--- config.mk ---
export PLATFORM = sky130hd
export DESIGN_NAME = ethernet_frame_header_classifier_flat
export DESIGN_NICKNAME = d
export VERILOG_FILES = /design/src/hw/rtl/efhc_pkg.sv /design/src/hw/rtl/efhc_if.sv /design/src/hw/rtl/ethernet_frame_header_classifier.sv /design/src/flat_wrapper.sv
export SDC_FILE = /design/constraint.sdc
export NUM_CORES = 1
export LEC_CHECK = 0
export ABC_AREA = 1
export BUFFER_PORTS_ARGS = -buffer_cell sky130_fd_sc_hd__buf_2
export CORE_UTILIZATION = 39
export DETAILED_ROUTE_END_ITERATION = 6
export SLEW_MARGIN = 15
export SYNTH_ARGS = -nofsm -noshare
export SYNTH_HDL_FRONTEND = slang
export SYNTH_SLANG_ARGS = --single-unit
--- constraint.sdc ---
create_clock -name clk -period 10.72 [get_ports clk]
set_input_delay 2.144 -clock clk [delete_from_list [all_inputs] [get_ports clk]]
set_output_delay 2.144 -clock clk [all_outputs]
set_load 0.01 [all_outputs]
--- src/hw/rtl/efhc_pkg.sv ---
// Shared constants, codes and the helper function of the Ethernet frame header classifier.
package efhc_pkg;

	// Byte at which the search for the HTTP marker starts.
	localparam logic [15:0] PAYLOAD_OFFSET = 16'd54;

	// Saturation value of the byte counter.
	localparam logic [15:0] POS_MAX = 16'hFFFF;

	// Byte positions of the header fields that are captured.
	localparam logic [15:0] POS_DMAC     = 16'd0;
	localparam logic [15:0] POS_SMAC     = 16'd6;
	localparam logic [15:0] POS_ETYPE_HI = 16'd12;
	localparam logic [15:0] POS_ETYPE_LO = 16'd13;
	localparam logic [15:0] POS_TPROTO   = 16'd23;
	localparam logic [15:0] POS_IPW      = 16'd26;
	localparam logic [15:0] POS_L4W      = 16'd34;

	// EtherType values.
	localparam logic [15:0] ETH_IPV4 = 16'h0800;
	localparam logic [15:0] ETH_ARP  = 16'h0806;
	localparam logic [15:0] ETH_RARP = 16'h8035;
	localparam logic [15:0] ETH_IPV6 = 16'h86DD;

	// IPv4 transport numbers.
	localparam logic [7:0] IPP_ICMP  = 8'd1;
	localparam logic [7:0] IPP_IGMP  = 8'd2;
	localparam logic [7:0] IPP_TCP   = 8'd6;
	localparam logic [7:0] IPP_UDP   = 8'd17;
	localparam logic [7:0] IPP_EIGRP = 8'd88;
	localparam logic [7:0] IPP_OSPF  = 8'd89;

	// Protocol value reported for an HTTP frame.
	localparam logic [15:0] HTTP_VALUE = 16'h0100;

	// Space character that separates the request line words.
	localparam logic [7:0] CHAR_SPACE = 8'h20;

	// Length of the HTTP marker in bytes.
	localparam logic [2:0] TAG_LEN = 3'd4;

	// Frame classes as reported on the result channel.
	typedef enum logic [3:0] {
		CLS_OTHER = 4'd0,
		CLS_IPV4  = 4'd1,
		CLS_ARP   = 4'd2,
		CLS_RARP  = 4'd3,
		CLS_IPV6  = 4'd4,
		CLS_ICMP  = 4'd5,
		CLS_IGMP  = 4'd6,
		CLS_TCP   = 4'd7,
		CLS_UDP   = 4'd8,
		CLS_EIGRP = 4'd9,
		CLS_OSPF  = 4'd10,
		CLS_HTTP  = 4'd11
	} class_t;

	// Character of the HTTP marker at a given index.
	function automatic logic [7:0] http_tag(input logic [1:0] idx);
		logic [7:0] ch;
		unique case (idx)
			2'd0: ch = 8'h48;
			2'd1: ch = 8'h54;
			2'd2: ch = 8'h54;
			default: ch = 8'h50;
		endcase
		return ch;
	endfunction

endpackage

--- src/hw/rtl/efhc_if.sv ---
// Channel interfaces of the classifier: the byte stream in and the result out.
interface efhc_in_if;
	logic       valid;
	logic       ready;
	logic [7:0] data_byte;
	logic       last;

	modport source(output valid, output data_byte, output last, input ready);
	modport sink(input valid, input data_byte, input last, output ready);
endinterface

interface efhc_out_if;
	logic        valid;
	logic        ready;
	logic [47:0] dest_mac;
	logic [47:0] source_mac;
	logic [31:0] source_ip;
	logic [31:0] dest_ip;
	logic [15:0] protocol_value;
	logic [3:0]  class_code;
	logic [15:0] source_port;
	logic [15:0] dest_port;
	logic [15:0] frame_length;

	modport source(
		output valid, output dest_mac, output source_mac, output source_ip,
		output dest_ip, output protocol_value, output class_code,
		output source_port, output dest_port, output frame_length,
		input ready
	);
	modport sink(
		input valid, input dest_mac, input source_mac, input source_ip,
		input dest_ip, input protocol_value, input class_code,
		input source_port, input dest_port, input frame_length,
		output ready
	);
endinterface

--- src/hw/rtl/ethernet_frame_header_classifier.sv ---
// Top level of the Ethernet frame header classifier.
//
// Usage:
// The frame channel takes one byte of an Ethernet frame per request, starting at
// the first byte of the destination MAC, with last set on the final byte.
// The result channel gives one request per frame: MACs, IPs, ports, protocol value,
// class code and frame length. Bytes that are not last produce no result.
// A byte is registered in the input stage on acceptance and folded into the header
// state when it leaves that stage; for a last byte the result register is loaded
// at the same edge, and the result is offered from that register.
// One byte is accepted in every cycle unless a last byte is held. The only thing that holds the stream
// back is the single result register: a last byte waits in the input stage
// while an earlier result has not been taken, and other bytes pass on.
// Reset clears the byte counter, the captured header and the HTTP search,
// so the next byte accepted is the first byte of a frame. After each result
// the same state returns to zero for the next frame.
module ethernet_frame_header_classifier (
	input  logic              clk,
	input  logic              arst_n,
	efhc_in_if.sink           frame,
	efhc_out_if.source        result
);

	// Input stage.
	logic       valid_s1;
	logic [7:0] byte_s1;
	logic       last_s1;

	// Frame state.
	logic [15:0] pos_q;
	logic [47:0] dmac_q;
	logic [47:0] smac_q;
	logic [15:0] etype_q;
	logic [7:0]  tproto_q;
	logic [63:0] ipw_q;
	logic [63:0] l4w_q;
	logic [1:0]  space_cnt_q;
	logic [2:0]  match_idx_q;
	logic        search_done_q;
	logic        http_found_q;

	// Next values with the current byte folded in.
	logic [47:0] dmac_n;
	logic [47:0] smac_n;
	logic [15:0] etype_n;
	logic [7:0]  tproto_n;
	logic [63:0] ipw_n;
	logic [63:0] l4w_n;
	logic [1:0]  space_cnt_n;
	logic [2:0]  match_idx_n;
	logic        search_done_n;
	logic        http_found_n;
	logic [15:0] pos_n;

	// Classification of the finished frame.
	efhc_pkg::class_t cls_n;
	logic [15:0] pval_n;
	logic [31:0] sip_n;
	logic [31:0] dip_n;
	logic [15:0] sport_n;
	logic [15:0] dport_n;

	// Result register.
	logic             res_valid_q;
	logic [47:0]      res_dmac_q;
	logic [47:0]      res_smac_q;
	logic [31:0]      res_sip_q;
	logic [31:0]      res_dip_q;
	logic [15:0]      res_pval_q;
	efhc_pkg::class_t res_cls_q;
	logic [15:0]      res_sport_q;
	logic [15:0]      res_dport_q;
	logic [15:0]      res_len_q;

	logic res_free;
	logic adv;
	logic load_res;

	// Handshake: the input stage moves on unless a last byte meets a full result register.
	assign res_free    = !res_valid_q || result.ready;
	assign adv         = valid_s1 && (!last_s1 || res_free);
	assign load_res    = adv && last_s1;
	assign frame.ready = !valid_s1 || adv;

	// Input stage register.
	always_ff @(posedge clk or negedge arst_n) begin
		if (!arst_n) begin
			valid_s1 <= 1'b0;
		end else if (frame.ready) begin
			valid_s1 <= frame.valid;
		end
	end

	always_ff @(posedge clk) begin
		if (frame.ready && frame.valid) begin
			byte_s1 <= frame.data_byte;
			last_s1 <= frame.last;
		end
	end

	// Header capture: each field byte is written at its own position.
	always_comb begin
		dmac_n   = dmac_q;
		smac_n   = smac_q;
		etype_n  = etype_q;
		tproto_n = tproto_q;
		ipw_n    = ipw_q;
		l4w_n    = l4w_q;
		for (int i = 0; i < 6; i++) begin
			if (pos_q == efhc_pkg::POS_DMAC + 16'(i)) begin
				dmac_n[8*(5-i) +: 8] = byte_s1;
			end
			if (pos_q == efhc_pkg::POS_SMAC + 16'(i)) begin
				smac_n[8*(5-i) +: 8] = byte_s1;
			end
		end
		if (pos_q == efhc_pkg::POS_ETYPE_HI) begin
			etype_n[15:8] = byte_s1;
		end
		if (pos_q == efhc_pkg::POS_ETYPE_LO) begin
			etype_n[7:0] = byte_s1;
		end
		if (pos_q == efhc_pkg::POS_TPROTO) begin
			tproto_n = byte_s1;
		end
		for (int i = 0; i < 8; i++) begin
			if (pos_q == efhc_pkg::POS_IPW + 16'(i)) begin
				ipw_n[8*(7-i) +: 8] = byte_s1;
			end
			if (pos_q == efhc_pkg::POS_L4W + 16'(i)) begin
				l4w_n[8*(7-i) +: 8] = byte_s1;
			end
		end
		pos_n = (pos_q == efhc_pkg::POS_MAX) ? pos_q : pos_q + 16'd1;
	end

	// HTTP search: two spaces from the payload offset, then the marker.
	always_comb begin
		space_cnt_n   = space_cnt_q;
		match_idx_n   = match_idx_q;
		search_done_n = search_done_q;
		http_found_n  = http_found_q;
		if (!search_done_q && pos_q >= efhc_pkg::PAYLOAD_OFFSET) begin
			if (space_cnt_q == 2'd2) begin
				if (match_idx_q < efhc_pkg::TAG_LEN &&
					byte_s1 == efhc_pkg::http_tag(match_idx_q[1:0])) begin
					match_idx_n = match_idx_q + 3'd1;
					if (match_idx_n == efhc_pkg::TAG_LEN) begin
						http_found_n  = 1'b1;
						search_done_n = 1'b1;
					end
				end else begin
					search_done_n = 1'b1;
				end
			end else if (byte_s1 == efhc_pkg::CHAR_SPACE) begin
				space_cnt_n = space_cnt_q + 2'd1;
			end
		end
	end

	// Frame classification from the completed header.
	always_comb begin
		cls_n   = efhc_pkg::CLS_OTHER;
		pval_n  = etype_n;
		sip_n   = '0;
		dip_n   = '0;
		sport_n = '0;
		dport_n = '0;
		if (etype_n == efhc_pkg::ETH_IPV4) begin
			sip_n  = ipw_n[63:32];
			dip_n  = ipw_n[31:0];
			pval_n = {8'h00, tproto_n};
			case (tproto_n)
				efhc_pkg::IPP_ICMP:  cls_n = efhc_pkg::CLS_ICMP;
				efhc_pkg::IPP_IGMP:  cls_n = efhc_pkg::CLS_IGMP;
				efhc_pkg::IPP_TCP: begin
					cls_n   = efhc_pkg::CLS_TCP;
					sport_n = l4w_n[63:48];
					dport_n = l4w_n[47:32];
					if (http_found_n) begin
						cls_n  = efhc_pkg::CLS_HTTP;
						pval_n = efhc_pkg::HTTP_VALUE;
					end
				end
				efhc_pkg::IPP_UDP:   cls_n = efhc_pkg::CLS_UDP;
				efhc_pkg::IPP_EIGRP: cls_n = efhc_pkg::CLS_EIGRP;
				efhc_pkg::IPP_OSPF:  cls_n = efhc_pkg::CLS_OSPF;
				default:             cls_n = efhc_pkg::CLS_IPV4;
			endcase
		end else if (etype_n == efhc_pkg::ETH_ARP || etype_n == efhc_pkg::ETH_RARP) begin
			sip_n = ipw_n[47:16];
			dip_n = l4w_n[31:0];
			cls_n = (etype_n == efhc_pkg::ETH_ARP) ? efhc_pkg::CLS_ARP : efhc_pkg::CLS_RARP;
		end else if (etype_n == efhc_pkg::ETH_IPV6) begin
			cls_n = efhc_pkg::CLS_IPV6;
		end
	end

	// Frame state: updated per byte, cleared when the last byte is consumed.
	always_ff @(posedge clk or negedge arst_n) begin
		if (!arst_n) begin
			pos_q         <= '0;
			dmac_q        <= '0;
			smac_q        <= '0;
			etype_q       <= '0;
			tproto_q      <= '0;
			ipw_q         <= '0;
			l4w_q         <= '0;
			space_cnt_q   <= '0;
			match_idx_q   <= '0;
			search_done_q <= 1'b0;
			http_found_q  <= 1'b0;
		end else if (adv) begin
			if (last_s1) begin
				pos_q         <= '0;
				dmac_q        <= '0;
				smac_q        <= '0;
				etype_q       <= '0;
				tproto_q      <= '0;
				ipw_q         <= '0;
				l4w_q         <= '0;
				space_cnt_q   <= '0;
				match_idx_q   <= '0;
				search_done_q <= 1'b0;
				http_found_q  <= 1'b0;
			end else begin
				pos_q         <= pos_n;
				dmac_q        <= dmac_n;
				smac_q        <= smac_n;
				etype_q       <= etype_n;
				tproto_q      <= tproto_n;
				ipw_q         <= ipw_n;
				l4w_q         <= l4w_n;
				space_cnt_q   <= space_cnt_n;
				match_idx_q   <= match_idx_n;
				search_done_q <= search_done_n;
				http_found_q  <= http_found_n;
			end
		end
	end

	// Result valid flag.
	always_ff @(posedge clk or negedge arst_n) begin
		if (!arst_n) begin
			res_valid_q <= 1'b0;
		end else if (load_res) begin
			res_valid_q <= 1'b1;
		end else if (result.ready) begin
			res_valid_q <= 1'b0;
		end
	end

	// Result payload.
	always_ff @(posedge clk) begin
		if (load_res) begin
			res_dmac_q  <= dmac_n;
			res_smac_q  <= smac_n;
			res_sip_q   <= sip_n;
			res_dip_q   <= dip_n;
			res_pval_q  <= pval_n;
			res_cls_q   <= cls_n;
			res_sport_q <= sport_n;
			res_dport_q <= dport_n;
			res_len_q   <= pos_n;
		end
	end

	assign result.valid          = res_valid_q;
	assign result.dest_mac       = res_dmac_q;
	assign result.source_mac     = res_smac_q;
	assign result.source_ip      = res_sip_q;
	assign result.dest_ip        = res_dip_q;
	assign result.protocol_value = res_pval_q;
	assign result.class_code     = res_cls_q;
	assign result.source_port    = res_sport_q;
	assign result.dest_port      = res_dport_q;
	assign result.frame_length   = res_len_q;

`ifndef NO_ASSERTIONS
	// An HTTP result always carries the HTTP protocol value.
	a_http_value: assert property (@(posedge clk) disable iff (!arst_n)
		res_valid_q && res_cls_q == efhc_pkg::CLS_HTTP |-> res_pval_q == efhc_pkg::HTTP_VALUE)
		else $error("HTTP result without HTTP protocol value");

	// Ports are reported only for TCP and HTTP frames.
	a_ports_tcp: assert property (@(posedge clk) disable iff (!arst_n)
		res_valid_q && !(res_cls_q == efhc_pkg::CLS_TCP || res_cls_q == efhc_pkg::CLS_HTTP)
		|-> res_sport_q == '0 && res_dport_q == '0)
		else $error("ports reported for a non-TCP frame");

	// After a result the next frame starts at byte zero.
	a_frame_restart: assert property (@(posedge clk) disable iff (!arst_n)
		load_res |=> pos_q == '0 && !search_done_q && res_valid_q)
		else $error("frame state not cleared after result");

	// Every frame holds at least one byte.
	a_len_nonzero: assert property (@(posedge clk) disable iff (!arst_n)
		res_valid_q |-> res_len_q != '0)
		else $error("result with zero frame length");
`endif

endmodule

--- src/flat_wrapper.sv ---
// flat-port wrapper written by rule: the top's interface ports become plain ports
module ethernet_frame_header_classifier_flat 
  (clk, arst_n, frame_valid, frame_data_byte, frame_last, frame_ready, result_valid, result_dest_mac, result_source_mac, result_source_ip, result_dest_ip, result_protocol_value, result_class_code, result_source_port, result_dest_port, result_frame_length, result_ready);
  efhc_in_if frame_i ();
  efhc_out_if result_i ();
  input  logic clk;
  input  logic arst_n;
  input wire logic [$bits(frame_i.valid)-1:0] frame_valid;
  input wire logic [$bits(frame_i.data_byte)-1:0] frame_data_byte;
  input wire logic [$bits(frame_i.last)-1:0] frame_last;
  output wire logic [$bits(frame_i.ready)-1:0] frame_ready;
  output wire logic [$bits(result_i.valid)-1:0] result_valid;
  output wire logic [$bits(result_i.dest_mac)-1:0] result_dest_mac;
  output wire logic [$bits(result_i.source_mac)-1:0] result_source_mac;
  output wire logic [$bits(result_i.source_ip)-1:0] result_source_ip;
  output wire logic [$bits(result_i.dest_ip)-1:0] result_dest_ip;
  output wire logic [$bits(result_i.protocol_value)-1:0] result_protocol_value;
  output wire logic [$bits(result_i.class_code)-1:0] result_class_code;
  output wire logic [$bits(result_i.source_port)-1:0] result_source_port;
  output wire logic [$bits(result_i.dest_port)-1:0] result_dest_port;
  output wire logic [$bits(result_i.frame_length)-1:0] result_frame_length;
  input wire logic [$bits(result_i.ready)-1:0] result_ready;
  assign frame_i.valid = frame_valid;
  assign frame_i.data_byte = frame_data_byte;
  assign frame_i.last = frame_last;
  assign frame_ready = frame_i.ready;
  assign result_valid = result_i.valid;
  assign result_dest_mac = result_i.dest_mac;
  assign result_source_mac = result_i.source_mac;
  assign result_source_ip = result_i.source_ip;
  assign result_dest_ip = result_i.dest_ip;
  assign result_protocol_value = result_i.protocol_value;
  assign result_class_code = result_i.class_code;
  assign result_source_port = result_i.source_port;
  assign result_dest_port = result_i.dest_port;
  assign result_frame_length = result_i.frame_length;
  assign result_i.ready = result_ready;
  ethernet_frame_header_classifier u_core (.clk(clk), .arst_n(arst_n), .frame(frame_i), .result(result_i));
endmodule
==> run_results.csv <==
group,metric,value,unit
routing,dr.pass1.iters,5,
clock_tree,cts_sinks,510,
timing,rsz0062_at_grt,"false",
global_route,antenna_found_initial,2,
power,p_leak,11.6,nW
clock_tree,cts_setup_buffers,0,
timing,slew_violations,0,
clock_tree,worstSkewPairLatency,0.60,ns
floorplanning,ios,243,
floorplanning,placementRows,86,
clock_tree,root_buffer,"clkbuf_16",
synthesis,ys_seq_area_share,63.1,%
synthesis,yosys_warnings,0,
critical_path,timing_worst_setup_path_type,"in -> reg",
clock_tree,cts_buffers,54,
timing,clock.fmax,171,MHz
synthesis,yosysTopAreaCell,"edfxtp_1",
critical_path,arrival,6.04,ns
clock_tree,hold_buffers,0,
clock_tree,clkTransAtPathRegs,0.06,ns
finish,utilization,46.1,%
clock_tree,cts_tree,"done",
power,max-vdd-ir-drop,0.0000959,V
floorplanning,design.core.area,55500,um^2
synthesis,synth_top_area_share,32.2,%
synthesis,synth_edf_count,237,
clock_tree,cts_buffer_depth,3,
timing,skew,0.0183,ns
routing,wire_per_inst,18.6,um
routing,vias_per_cell,5.17,
synthesis,syn_inst,2223,
synthesis,synth_ff_type,"dfrtp_1",
floorplanning,dieArea,57600,um^2
worst_hold_path,hold_path.class,"reg -> reg",
floorplanning,die_x,240,um
floorplanning,die_h,240,um
timing,tightestPinTransition,1.17,ns
power,fin_total_pwr,4.34,mW
routing,drtAntennaViolNets,0,
clock_tree,cts_resized,0,
synthesis,avgSynthCellArea,9.94,um^2
synthesis,synth.area.top_cells,"edfxtp_1 32%, dfrtp_1 31%, nand2_1 8.6%",
global_route,gr-usage-all-layers,20.6,%
global_route,grt_pass1_wl,91300,um
routing,wl,59600,um
placed_design,gp_congestion,0.843,
clock_tree,htree_levels,2,
critical_path,end_kind,"flop",
timing,hold_slack,0.482,ns
synthesis,yosysMostFrequentCell,"nand2_1",
timing,slew_headroom,21.9,%
critical_path,path_max_fanout,141,
critical_path,cp.required,10.93,ns
routing,vias,16588,
timing,period_needed,5.84,ns
timing,hold_violations,0,
global_route,grt_max_degree,142,
synthesis,ys_async_sr_fraction,53.5,%
floorplanning,start_util,39.8,%
global_route,gr-total-overflow,0,
timing,final-setup-viol-count,0,
routing,drc,0,
synthesis,synth_cell_types,40,
synthesis,synth_common_cells,"504 x nand2_1, 273 x dfrtp_1, 239 x inv_1",
finish,drive_gt1_share,15.7,%
synthesis,synth_area,22100,um^2
routing,initialDrtViolationCount,1584,
critical_path,r2r_setup_slack,5.97,ns
timing,finalSetupTns,0,ns
finish,syn_to_final_growth,15.9,%
global_route,grt_pass1_vias,15696,
critical_path,start_kind,"input pin",
power,power.density,170,nW/um^2
run_status,status,"finished clean",
timing,post-route-period-util,54.4,%
finish,nNetsFinal,2434,
placed_design,hpwl,37100,um
placed_design,portBuffers,242,
synthesis,syn_nets,2244,
job,cap_violations,0,
synthesis,synth-seq-cells,510,
[final cells by class]
cell class                      count  area, um^2
Sequential cell                   510       13900
Clock buffer                       81        1550
Inverter                          248         941
Timing Repair Buffer              265        1390
Tap cell                          748         936
Antenna cell                        1        2.50
Fill cell                        5208       29900
Clock inverter                     20         179
Multi-Input combinational cell   1334        6650
[flip-flops by register name (all words and copies together) (netlist names), 4 cells and up]
| register | count |
|---|---|
| u_core.byte_s1 | 8 |
| u_core.dmac_q | 48 |
| u_core.etype_q | 16 |
| u_core.ipw_q | 64 |
| u_core.l4w_q | 64 |
| u_core.pos_q | 16 |
| u_core.result.class_code | 4 |
| u_core.result.dest_ip | 32 |
| u_core.result.dest_mac | 48 |
| u_core.result.dest_port | 16 |
| u_core.result.frame_length | 16 |
| u_core.result.protocol_value | 16 |
| u_core.result.source_ip | 32 |
| u_core.result.source_mac | 48 |
| u_core.result.source_port | 16 |
| u_core.smac_q | 48 |
| u_core.tproto_q | 8 |
[layout by cell type (no fill, tap or decap), types with 3 or more instances in the layout]
master and count:
a21oi_1 70, a22o_1 99, buf_2 241, buf_4 23, clkbuf_1 17, clkbuf_16 54
clkbuf_8 10, clkinv_1 4, clkinv_2 10, dfrtp_1 273, edfxtp_1 237, ha_1 8
inv_1 237, inv_2 9, nand2_1 503, nand2_2 7, nand3_1 40, nand4_1 12
nor2_1 159, nor2_2 8, nor2_4 4, nor3_1 10, nor4_1 4, o21a_1 6
o21ai_0 216, o21ai_1 21, o22ai_1 110, o31ai_1 3, or2_0 30, xor2_1 8
[routing by layer]
metal / share of wire, % / global-route usage, % / vias up
li1: - / - / 7851
met1: 45 / 29.1 / 8112
met2: 46 / 31.9 / 518
met3: 5.6 / 3.26 / 105
met4: 3.1 / 7.32 / 2
met5: 0.018 / 0 / -
[power by group]
part	internal (mW)	switching (mW)
Clock	1.05	0.772
Combinational	0.0832	0.247
Sequential	2.14	0.0461
[path summary, 6_finish.rpt]
kind	start	end	cells after the start
min reg2reg	u_core.l4w_q[48]	u_core.l4w_q[48]	2
min in group asynchronous	arst_n	u_core.smac_q[2]	1
max in group asynchronous	arst_n	u_core.ipw_q[19]	3
max	result_ready	u_core.result.class_code[2]	8
max reg2reg	u_core.byte_s1[5]	u_core.result.dest_port[11]	9
min	u_core.l4w_q[48]	u_core.l4w_q[48]	2
[kinds of logic after synthesis]
logic type | share of synthesized area [%]
buf+inv | 6.87
compound gates | 14.4
xor+xnor | 0.357
flops | 63.1
simple gates | 14.7
fa+ha+maj | 0.453
[worst max-delay path: stages]
cell and delay [ns]:
buf_2 0.08, inv_1 0.11, nand3_1 0.14, nand2_4 0.40, inv_2 0.81, nand2_1 0.40, inv_8 0.82, buf_4 1.01
[per-stage QoR]
step,std cells,instance area (um^2),setup WS [ns]
floorplan,2223,22100,3.07
global placement,3105,23900,4.35
detailed placement,3105,23900,4.25
CTS,3206,25600,4.87
global route,3206,25600,4.64
finish,3207,25600,4.88
Note: power is estimated with default switching activity, not from simulation.
